[config.mk]
export PLATFORM = sky130hd
export DESIGN_NAME = first_fit_box_placer_top_flat
export DESIGN_NICKNAME = d
export VERILOG_FILES = /design/src/sv/fbp_pkg.sv /design/src/sv/fbp_if.sv /design/src/sv/fbp_cell.sv /design/src/sv/first_fit_box_placer_top.sv /design/src/flat_wrapper.sv
export VERILOG_INCLUDE_DIRS = /design/src /design/src/sv
export SDC_FILE = /design/constraint.sdc
export NUM_CORES = 2
export LEC_CHECK = 0
export ABC_AREA = 1
export BUFFER_PORTS_ARGS = -buffer_cell sky130_fd_sc_hd__buf_2
export CAP_MARGIN = 5
export CORE_AREA = 5 5 374 376
export DETAILED_ROUTE_END_ITERATION = 8
export DIE_AREA = 0 0 379 381
export PLACE_DENSITY = 0.77
export SYNTH_ARGS = -nofsm -noshare
export SYNTH_HDL_FRONTEND = slang
export SYNTH_SLANG_ARGS = --single-unit
[constraint.sdc]
create_clock -name clk -period 13.26 [get_ports clk]
set_clock_uncertainty 0.05 [all_clocks]
set_input_delay 1.989 -clock clk [delete_from_list [all_inputs] [get_ports clk]]
set_output_delay 1.989 -clock clk [all_outputs]
set_load 0.005 [all_outputs]
[src/sv/first_fit_box_placer_top_macros.svh]
// Assertion macros shared by the box placer RTL.
`ifndef FIRST_FIT_BOX_PLACER_TOP_MACROS_SVH
`define FIRST_FIT_BOX_PLACER_TOP_MACROS_SVH

`ifndef SYNTHESIS
// Same-cycle implication.
`define FBP_ASSERT_NOW(lbl, clk, rst, ante, cons) \
  lbl: assert property (@(posedge clk) disable iff (rst) (ante) |-> (cons)) \
    else $error("box placer assertion failed");
// Next-cycle implication.
`define FBP_ASSERT_NEXT(lbl, clk, rst, ante, cons) \
  lbl: assert property (@(posedge clk) disable iff (rst) (ante) |=> (cons)) \
    else $error("box placer assertion failed");
`else
`define FBP_ASSERT_NOW(lbl, clk, rst, ante, cons)
`define FBP_ASSERT_NEXT(lbl, clk, rst, ante, cons)
`endif

`endif

[src/sv/fbp_pkg.sv]
// Shared types and constants of the first-fit box placer.
package fbp_pkg;

  // Width of the request, register and result coordinate fields.
  localparam int FIELD_BITS = 10;
  // Width of the coordinates kept for each stored box.
  localparam int COORD_BITS = FIELD_BITS;
  // Candidate row: start row below the grid height plus one step per stored box.
  localparam int CAND_Y_BITS = FIELD_BITS + 1;
  localparam int CFG_IDX_BITS = 2;

  // Register indexes.
  localparam logic [CFG_IDX_BITS-1:0] REG_SCREEN_WIDTH  = 2'd0;
  localparam logic [CFG_IDX_BITS-1:0] REG_SCREEN_HEIGHT = 2'd1;

  // Result status codes.
  localparam logic [1:0] ST_PLACED = 2'd0;
  localparam logic [1:0] ST_NO_FIT = 2'd1;
  localparam logic [1:0] ST_FULL   = 2'd2;

  typedef enum logic [1:0] {
    S_IDLE,
    S_CHECK,
    S_SWEEP,
    S_FINISH
  } fbp_state_t;

  // Candidate position travelling down the chain of cells.
  typedef struct packed {
    logic                   vld;
    logic                   chg;
    logic [CAND_Y_BITS-1:0] y;
    logic [FIELD_BITS-1:0]  x;
  } token_t;

  // Request under search, seen by every cell.
  typedef struct packed {
    logic [FIELD_BITS-1:0] h;
    logic [FIELD_BITS-1:0] w;
    logic [FIELD_BITS-1:0] sw;
  } sweep_ctx_t;

endpackage

[src/sv/fbp_if.sv]
// Handshake channels for request and result words.
interface fbp_in_if;
  logic       valid;
  logic       ready;
  logic [9:0] box_height;
  logic [9:0] box_width;

  modport source (output valid, output box_height, output box_width, input ready);
  modport sink (input valid, input box_height, input box_width, output ready);
endinterface

interface fbp_out_if;
  logic       valid;
  logic       ready;
  logic [1:0] status;
  logic [9:0] top_row;
  logic [9:0] left_col;
  logic       rest_valid;
  logic [9:0] rest_top;
  logic [9:0] rest_rows;

  modport source (output valid, output status, output top_row, output left_col,
                  output rest_valid, output rest_top, output rest_rows, input ready);
  modport sink (input valid, input status, input top_row, input left_col,
                input rest_valid, input rest_top, input rest_rows, output ready);
endinterface

[src/sv/fbp_cell.sv]
// One chain cell: holds one stored box and moves the candidate past it.
module fbp_cell #(
  parameter int IDX        = 0,
  parameter int CNT_W      = 5
) (
  input  logic                           clk,
  input  logic                           rst,
  input  fbp_pkg::token_t                tin,
  input  fbp_pkg::sweep_ctx_t            ctx,
  input  logic [CNT_W-1:0]               count,
  input  logic                           wr_en,
  input  logic [fbp_pkg::COORD_BITS-1:0] wr_top,
  input  logic [fbp_pkg::COORD_BITS-1:0] wr_left,
  input  logic [fbp_pkg::COORD_BITS-1:0] wr_rows,
  input  logic [fbp_pkg::COORD_BITS-1:0] wr_cols,
  output fbp_pkg::token_t                tout
);
  import fbp_pkg::*;

  localparam int WW = ((COORD_BITS > 12) ? COORD_BITS : 12) + 1;
  localparam logic [CNT_W:0] IDX_C = (CNT_W + 1)'(IDX);

  logic [COORD_BITS-1:0] b_top, b_left, b_rows, b_cols;
  logic                  active, ov;
  logic [WW-1:0]         bl, bt, br, bb, cx, cy, cxw, cyh, rw;
  token_t                t_next;

  // Store this cell's box when it is the next free slot.
  always_ff @(posedge clk) begin
    if (wr_en && ({1'b0, count} == IDX_C)) begin
      b_top  <= wr_top;
      b_left <= wr_left;
      b_rows <= wr_rows;
      b_cols <= wr_cols;
    end
  end

  // Test half-open overlap and pick the next candidate.
  always_comb begin
    active = ({1'b0, count} > IDX_C);
    bl  = WW'(b_left);
    bt  = WW'(b_top);
    br  = WW'(b_left) + WW'(b_cols);
    bb  = WW'(b_top) + WW'(b_rows);
    cx  = WW'(tin.x);
    cy  = WW'(tin.y);
    cxw = cx + WW'(ctx.w);
    cyh = cy + WW'(ctx.h);
    rw  = br + WW'(ctx.w);
    ov  = (bl < cxw) && (cx < br) && (bt < cyh) && (cy < bb);
    t_next = tin;
    if (active && ov) begin
      t_next.chg = 1'b1;
      if (rw <= WW'(ctx.sw)) begin
        t_next.x = br[FIELD_BITS-1:0];
      end else begin
        t_next.y = tin.y + CAND_Y_BITS'(1);
        t_next.x = '0;
      end
    end
  end

  // Hand the candidate to the next cell.
  always_ff @(posedge clk) begin
    if (rst) begin
      tout.vld <= 1'b0;
    end else begin
      tout.vld <= tin.vld;
    end
    tout.chg <= t_next.chg;
    tout.y   <= t_next.y;
    tout.x   <= t_next.x;
  end

endmodule

[src/sv/first_fit_box_placer_top.sv]
// Top level of the first-fit box placer: controller and chain of cells.
//
// Usage: a request word (box_height, box_width) enters on in_ch; one result
// word (status, top_row, left_col and the free strip below the lowest box)
// leaves on out_ch for every request. screen_width and screen_height are
// written through cfg_we / cfg_idx / cfg_data while the block is idle.
// Requests are handled one at a time. The candidate position travels down a
// chain of MAX_BOXES cells, one cell per cycle, each cell holding one stored
// box. Sweeps over the store repeat until a sweep leaves the candidate
// unchanged or the box no longer fits below the candidate row; no sweep is
// run when the box is too tall for the grid at row zero. The next request
// can be taken in the same cycle that the result word becomes valid.
// The result sits in an output register: a new request is accepted while it
// waits. If the receiver stalls, the next finished result holds inside the
// controller until the output register frees up.
// Reset (rst, synchronous) empties the store, clears the lowest edge and
// sets the grid to 80 by 24; stored boxes need no clearing pass.
`include "first_fit_box_placer_top_macros.svh"

module first_fit_box_placer_top #(
  parameter int MAX_BOXES  = 16
) (
  input  logic                             clk,
  input  logic                             rst,
  fbp_in_if.sink                           in_ch,
  fbp_out_if.source                        out_ch,
  input  logic                             cfg_we,
  input  logic [fbp_pkg::CFG_IDX_BITS-1:0] cfg_idx,
  input  logic [fbp_pkg::FIELD_BITS-1:0]   cfg_data
);
  import fbp_pkg::*;

  localparam int CNT_W = $clog2(MAX_BOXES + 1);
  localparam int LW    = (COORD_BITS > 12) ? COORD_BITS : 12;

  fbp_state_t             state, state_next;
  logic [FIELD_BITS-1:0]  screen_width, screen_height;
  logic [FIELD_BITS-1:0]  req_h, req_w;
  logic [CAND_Y_BITS-1:0] cand_y;
  logic [FIELD_BITS-1:0]  cand_x;
  logic                   no_fit;
  logic [CNT_W-1:0]       count;
  logic [COORD_BITS-1:0]  lowest;

  logic                   out_vld;
  logic [1:0]             out_status;
  logic [FIELD_BITS-1:0]  out_top, out_left, out_rest_top, out_rest_rows;
  logic                   out_rest_valid;

  logic                   slot_free, accept, inject, too_tall, take_tail;
  logic                   finish_go, place, fits;
  logic [LW-1:0]          yh, xw, y_w, x_w, h_w, w_w, low_w, low_new, sh_w, sw_w;
  logic [1:0]             status_c;
  sweep_ctx_t             ctx;
  token_t                 link [MAX_BOXES+1];

  assign slot_free = !out_vld || out_ch.ready;
  assign in_ch.ready = (state == S_IDLE);
  assign accept = in_ch.valid && in_ch.ready;

  // Widen coordinates for tests against the grid.
  always_comb begin
    y_w   = LW'(cand_y);
    x_w   = LW'(cand_x);
    h_w   = LW'(req_h);
    w_w   = LW'(req_w);
    sh_w  = LW'(screen_height);
    sw_w  = LW'(screen_width);
    low_w = LW'(lowest);
    yh    = y_w + h_w;
    xw    = x_w + w_w;
    too_tall = yh > sh_w;
    fits  = !no_fit && (xw <= sw_w) && (yh <= sh_w);
    if (!fits) begin
      status_c = ST_NO_FIT;
    end else if (count >= CNT_W'(MAX_BOXES)) begin
      status_c = ST_FULL;
    end else begin
      status_c = ST_PLACED;
    end
  end

  // Sequence the sweeps and the result.
  always_comb begin
    state_next = state;
    inject     = 1'b0;
    take_tail  = 1'b0;
    finish_go  = 1'b0;
    case (state)
      S_IDLE: begin
        if (accept) state_next = S_CHECK;
      end
      S_CHECK: begin
        if (too_tall) begin
          state_next = S_FINISH;
        end else begin
          inject     = 1'b1;
          state_next = S_SWEEP;
        end
      end
      S_SWEEP: begin
        if (link[MAX_BOXES].vld) begin
          take_tail  = 1'b1;
          state_next = link[MAX_BOXES].chg ? S_CHECK : S_FINISH;
        end
      end
      S_FINISH: begin
        if (slot_free) begin
          finish_go  = 1'b1;
          state_next = S_IDLE;
        end
      end
      default: state_next = S_IDLE;
    endcase
  end

  assign place   = finish_go && (status_c == ST_PLACED);
  assign low_new = (place && (yh > low_w)) ? LW'(yh[COORD_BITS-1:0]) : low_w;

  always_ff @(posedge clk) begin
    if (rst) begin
      state <= S_IDLE;
    end else begin
      state <= state_next;
    end
  end

  // Write configuration registers; ignore unknown indexes.
  always_ff @(posedge clk) begin
    if (rst) begin
      screen_width  <= FIELD_BITS'(80);
      screen_height <= FIELD_BITS'(24);
    end else if (cfg_we) begin
      case (cfg_idx)
        REG_SCREEN_WIDTH:  screen_width  <= cfg_data;
        REG_SCREEN_HEIGHT: screen_height <= cfg_data;
        default: ;
      endcase
    end
  end

  // Load the request and advance the candidate.
  always_ff @(posedge clk) begin
    if (accept) begin
      req_h  <= in_ch.box_height;
      req_w  <= in_ch.box_width;
      cand_y <= '0;
      cand_x <= '0;
      no_fit <= 1'b0;
    end else if (state == S_CHECK && too_tall) begin
      no_fit <= 1'b1;
    end else if (take_tail) begin
      cand_y <= link[MAX_BOXES].y;
      cand_x <= link[MAX_BOXES].x;
    end
  end

  // Track fill count and lowest edge.
  always_ff @(posedge clk) begin
    if (rst) begin
      count  <= '0;
      lowest <= '0;
    end else if (place) begin
      count  <= count + CNT_W'(1);
      lowest <= low_new[COORD_BITS-1:0];
    end
  end

  // Hold the result word until the receiver takes it.
  always_ff @(posedge clk) begin
    if (rst) begin
      out_vld <= 1'b0;
    end else if (finish_go) begin
      out_vld <= 1'b1;
    end else if (out_ch.ready) begin
      out_vld <= 1'b0;
    end
    if (finish_go) begin
      out_status     <= status_c;
      out_top        <= (status_c == ST_PLACED) ? cand_y[FIELD_BITS-1:0] : '0;
      out_left       <= (status_c == ST_PLACED) ? cand_x : '0;
      out_rest_valid <= low_new < sh_w;
      out_rest_top   <= (low_new < sh_w) ? low_new[FIELD_BITS-1:0] : '0;
      out_rest_rows  <= (low_new < sh_w) ?
                        (screen_height - low_new[FIELD_BITS-1:0]) : '0;
    end
  end

  assign out_ch.valid      = out_vld;
  assign out_ch.status     = out_status;
  assign out_ch.top_row    = out_top;
  assign out_ch.left_col   = out_left;
  assign out_ch.rest_valid = out_rest_valid;
  assign out_ch.rest_top   = out_rest_top;
  assign out_ch.rest_rows  = out_rest_rows;

  // Feed the chain head.
  assign ctx.h  = req_h;
  assign ctx.w  = req_w;
  assign ctx.sw = screen_width;
  assign link[0].vld = inject;
  assign link[0].chg = 1'b0;
  assign link[0].y   = cand_y;
  assign link[0].x   = cand_x;

  // Build the chain, one cell per store slot.
  for (genvar i = 0; i < MAX_BOXES; i++) begin : g_cell
    fbp_cell #(
      .IDX       (i),
      .CNT_W     (CNT_W)
    ) u_cell (
      .clk    (clk),
      .rst    (rst),
      .tin    (link[i]),
      .ctx    (ctx),
      .count  (count),
      .wr_en  (place),
      .wr_top (y_w[COORD_BITS-1:0]),
      .wr_left(x_w[COORD_BITS-1:0]),
      .wr_rows(h_w[COORD_BITS-1:0]),
      .wr_cols(w_w[COORD_BITS-1:0]),
      .tout   (link[i+1])
    );
  end

  // Checks on control.
  `FBP_ASSERT_NEXT(a_accept_check, clk, rst, accept, state == S_CHECK)
  `FBP_ASSERT_NOW(a_count_bound, clk, rst, 1'b1, count <= CNT_W'(MAX_BOXES))
  `FBP_ASSERT_NOW(a_tail_in_sweep, clk, rst, link[MAX_BOXES].vld, state == S_SWEEP)
  `FBP_ASSERT_NEXT(a_place_count, clk, rst, place, count == $past(count) + CNT_W'(1))
  `FBP_ASSERT_NOW(a_finish_slot, clk, rst, finish_go, slot_free && state == S_FINISH)

endmodule
[src/flat_wrapper.sv]
// flat-port wrapper written by rule: the top's interface ports become plain ports
module first_fit_box_placer_top_flat import fbp_pkg::*;
#(
  parameter int MAX_BOXES  = 16
)
  (clk, rst, cfg_we, cfg_idx, cfg_data, in_ch_valid, in_ch_box_height, in_ch_box_width, in_ch_ready, out_ch_valid, out_ch_status, out_ch_top_row, out_ch_left_col, out_ch_rest_valid, out_ch_rest_top, out_ch_rest_rows, out_ch_ready);
  fbp_in_if in_ch_i ();
  fbp_out_if out_ch_i ();
  input  logic clk;
  input  logic rst;
  input  logic cfg_we;
  input  logic [fbp_pkg::CFG_IDX_BITS-1:0] cfg_idx;
  input  logic [fbp_pkg::FIELD_BITS-1:0] cfg_data;
  input wire logic [$bits(in_ch_i.valid)-1:0] in_ch_valid;
  input wire logic [$bits(in_ch_i.box_height)-1:0] in_ch_box_height;
  input wire logic [$bits(in_ch_i.box_width)-1:0] in_ch_box_width;
  output wire logic [$bits(in_ch_i.ready)-1:0] in_ch_ready;
  output wire logic [$bits(out_ch_i.valid)-1:0] out_ch_valid;
  output wire logic [$bits(out_ch_i.status)-1:0] out_ch_status;
  output wire logic [$bits(out_ch_i.top_row)-1:0] out_ch_top_row;
  output wire logic [$bits(out_ch_i.left_col)-1:0] out_ch_left_col;
  output wire logic [$bits(out_ch_i.rest_valid)-1:0] out_ch_rest_valid;
  output wire logic [$bits(out_ch_i.rest_top)-1:0] out_ch_rest_top;
  output wire logic [$bits(out_ch_i.rest_rows)-1:0] out_ch_rest_rows;
  input wire logic [$bits(out_ch_i.ready)-1:0] out_ch_ready;
  assign in_ch_i.valid = in_ch_valid;
  assign in_ch_i.box_height = in_ch_box_height;
  assign in_ch_i.box_width = in_ch_box_width;
  assign in_ch_ready = in_ch_i.ready;
  assign out_ch_valid = out_ch_i.valid;
  assign out_ch_status = out_ch_i.status;
  assign out_ch_top_row = out_ch_i.top_row;
  assign out_ch_left_col = out_ch_i.left_col;
  assign out_ch_rest_valid = out_ch_i.rest_valid;
  assign out_ch_rest_top = out_ch_i.rest_top;
  assign out_ch_rest_rows = out_ch_i.rest_rows;
  assign out_ch_i.ready = out_ch_ready;
  first_fit_box_placer_top #(.MAX_BOXES(MAX_BOXES)) u_core (.clk(clk), .rst(rst), .in_ch(in_ch_i), .out_ch(out_ch_i), .cfg_we(cfg_we), .cfg_idx(cfg_idx), .cfg_data(cfg_data));
endmodule
==> metrics.txt <==
outcome=complete, but fails checks; failing checks=design-rule violations; Synth area leaders=edfxtp_1 24%, ha_1 23%, dfxtp_1 9.8%, nand2_1 8.0%, a21oi_1 5.6%; Power Density=101.6 nW/um^2; most common cell after layout, fill and taps aside=nand2_1; met3 GRT Util=0.05107; EDFF count, synth=703; HP Class=reg -> reg; Max Freq=147.7 MHz; Post-synth ARST share=0; most frequent cells in the layout=1875 x nand2_1, 1619 x ha_1, 1285 x inv_1; cell area after synthesis=87620 um^2; clock slew at reported path FFs=60 ps; Port Buffers=81; Mean Syn Cell Area=8.735 um^2; WL per Instance=20.53 um; cell repeated most along the worst path=nand2_1; Max clock buf depth=3; Synth cell types=71; number of H-tree levels=4; GR peak layer=met2; Worst slew margin=0.1807; Final Power=9670 uW; Final Hold Viols=0; CP endpoint kind=flop; first-pass GRT wire length=383500 um; Routed Antenna Nets=0; number of global-route vias before repair=71.52k; placed cell area=90590 um^2; Initial Util=0.6420; CP Launch Type=flop; drt first pass iters=8; crit-path max FO=32; CP Class=reg -> reg; DP HPWL=180000 um; share of cells above drive strength 1=0.05061; post-synthesis cell count=10.03k; Period minus WS final=6772 ps; post-synth top area share=0.2409; # setup viols final=0; ys flop type=edfxtp_1; leak pwr=0.04456 uW; post-synth top area cell=edfxtp_1; warnings from Yosys=0; CP max stage delay=740 ps; post-CTS sizing=0; Worst Path Arrival=7340 ps; DR vias=72.55k; I/O pin cnt=82; CTS root buf=clkbuf_16; clk sinks=1131; Mapped Nets=11.77k; GR Layer Usage met1=0.4352; Post-CTS Setup Inserts=0; aggregate routed wire length=249100 um; P&R area growth vs syn=8.590%; Slowest-stage cell, CP=a221oi_2; DIE WIDTH=379 um; Tot GR Track Use=0.3389; CTS tree=done; transition time of the tightest slew-check pin=1226 ps; RSZ-0062 raised after global routing=false; Skew-Pair Late Insertion Delay=790 ps; final period utilization=0.5107; flops & latches, synth=1131; Crit path required time=13830 ps; final instance area=95140 um^2; hold buffer count at cts=0; TNS Setup=0 ps; antenna violations before repair=12; Max Cap Viol=0; Vias/cell=5.980; die height=381 um; row cnt=136; DIE AREA=144400 um^2; # nets final=11.96k; Max rail drop VDD=0.1316 mV; CTS Buf Count=130; core area=136500 um^2; routing usage on met2=0.5547; sequential area share after synthesis=0.3387; Initial DRC Count=6146; gr ovfl total=0; Slew Limit Fails=0; placer congestion estimate=0.9217; Residual DRC=2; largest net degree at the start of global routing=48
Yosys cell counts, types with 6 or more instances:
| library cell | count |
|---|---|
| nand2_1 | 1875 |
| ha_1 | 1619 |
| inv_1 | 1286 |
| a21oi_1 | 979 |
| edfxtp_1 | 703 |
| xor2_1 | 525 |
| nand3_1 | 436 |
| dfxtp_1 | 428 |
| o21ai_0 | 407 |
| nor2_1 | 337 |
| o21ai_1 | 223 |
| xnor2_1 | 216 |
| o21bai_1 | 135 |
| nand4_1 | 106 |
| a21o_1 | 93 |
| nor3_1 | 93 |
| fa_1 | 80 |
| buf_2 | 58 |
| o221ai_1 | 46 |
| a211oi_1 | 44 |
| clkbuf_1 | 40 |
| nor4_1 | 40 |
| o211ai_1 | 30 |
| inv_2 | 18 |
| or2_2 | 17 |
| a31o_2 | 16 |
| a31oi_1 | 14 |
| nand2_2 | 14 |
| a21boi_0 | 13 |
| a221oi_1 | 13 |
| buf_4 | 10 |
| a21boi_1 | 9 |
| nor2_2 | 9 |
| o21a_1 | 8 |
| o21ai_2 | 8 |
| clkbuf_2 | 6 |
| clkinv_1 | 6 |
| o31ai_1 | 6 |
routing by layer:
layer	vias up	routed length, um
met4	2	14310
met2	2794	113300
met3	657	19000
li1	34980	-
met1	34120	102400
met5	-	12
worst max-delay path: cells and delay by family, from the launching register on:
family / cells / cell delay [ps]
compound gates: 6 / 1810
simple gates: 14 / 1370
buf+inv: 6 / 1340
fa+ha+maj: 4 / 1290
xor+xnor: 1 / 410
flops: 1 / 340
area by class of cell:
| cell class | count | area [um^2] |
|---|---|---|
| clock inverter | 64 | 780.7 |
| antenna | 6 | 15.01 |
| tap | 1794 | 2245 |
| sequential | 1131 | 29680 |
| multi-input combinational | 7472 | 52590 |
| fill | 10730 | 41330 |
| inverter | 1311 | 4922 |
| clock buffer | 176 | 3756 |
| timing repair buffer | 179 | 1154 |
worst paths after layout:
path                            slack [ps]  depth (start not counted)                                to                             start
worst min register to register         340                          1  u_core.g_cell[9].u_cell.tout[21]  u_core.g_cell[8].u_cell.tout[21]
worst max register to register        6490                         31         u_core.out_ch.rest_top[1]                   u_core.req_h[0]
worst min-delay path                   340                          1  u_core.g_cell[9].u_cell.tout[21]  u_core.g_cell[8].u_cell.tout[21]
worst max-delay path                  6490                         31         u_core.out_ch.rest_top[1]                   u_core.req_h[0]
kinds of logic after synthesis:
family          after synthesis  synth area share
compound gates             2077            0.1339
xor+xnor                    741           0.07407
fa+ha+maj                  1699            0.2495
buf+inv                    1427           0.06266
flops                      1131            0.3387
simple gates               2955            0.1411
state kept, by name, indices dropped and copies added, names as in the netlist, 11 cells and up:
signal / flops
u_core.g_cell.u_cell.tout: 368
u_core.g_cell.u_cell.b_cols: 160
u_core.g_cell.u_cell.b_left: 160
u_core.g_cell.u_cell.b_rows: 160
u_core.g_cell.u_cell.b_top: 160
u_core.cand_y: 11
through the flow:
step                std cells    util  setup slack [ps]  hold slack, ps
finish                  12130  0.6972              6488           338.0
global route            12130  0.6971              5993           364.6
CTS                     12130  0.6971              6539           348.0
detailed placement      11890  0.6638              6606           347.5
global placement        11890  0.6638              6710           342.9
floorplan               10030       -              3377           335.5
report_power, final:
group	leakage, uW	total (uW)	switching [uW]	internal (uW)
sequential	0.00987	3810	29.7	3780
clock	0.00224	3830	1550	2280
combinational	0.0324	2030	1320	709
total	0.0446	9670	2900	6770
(Power assumes the default switching activity.)
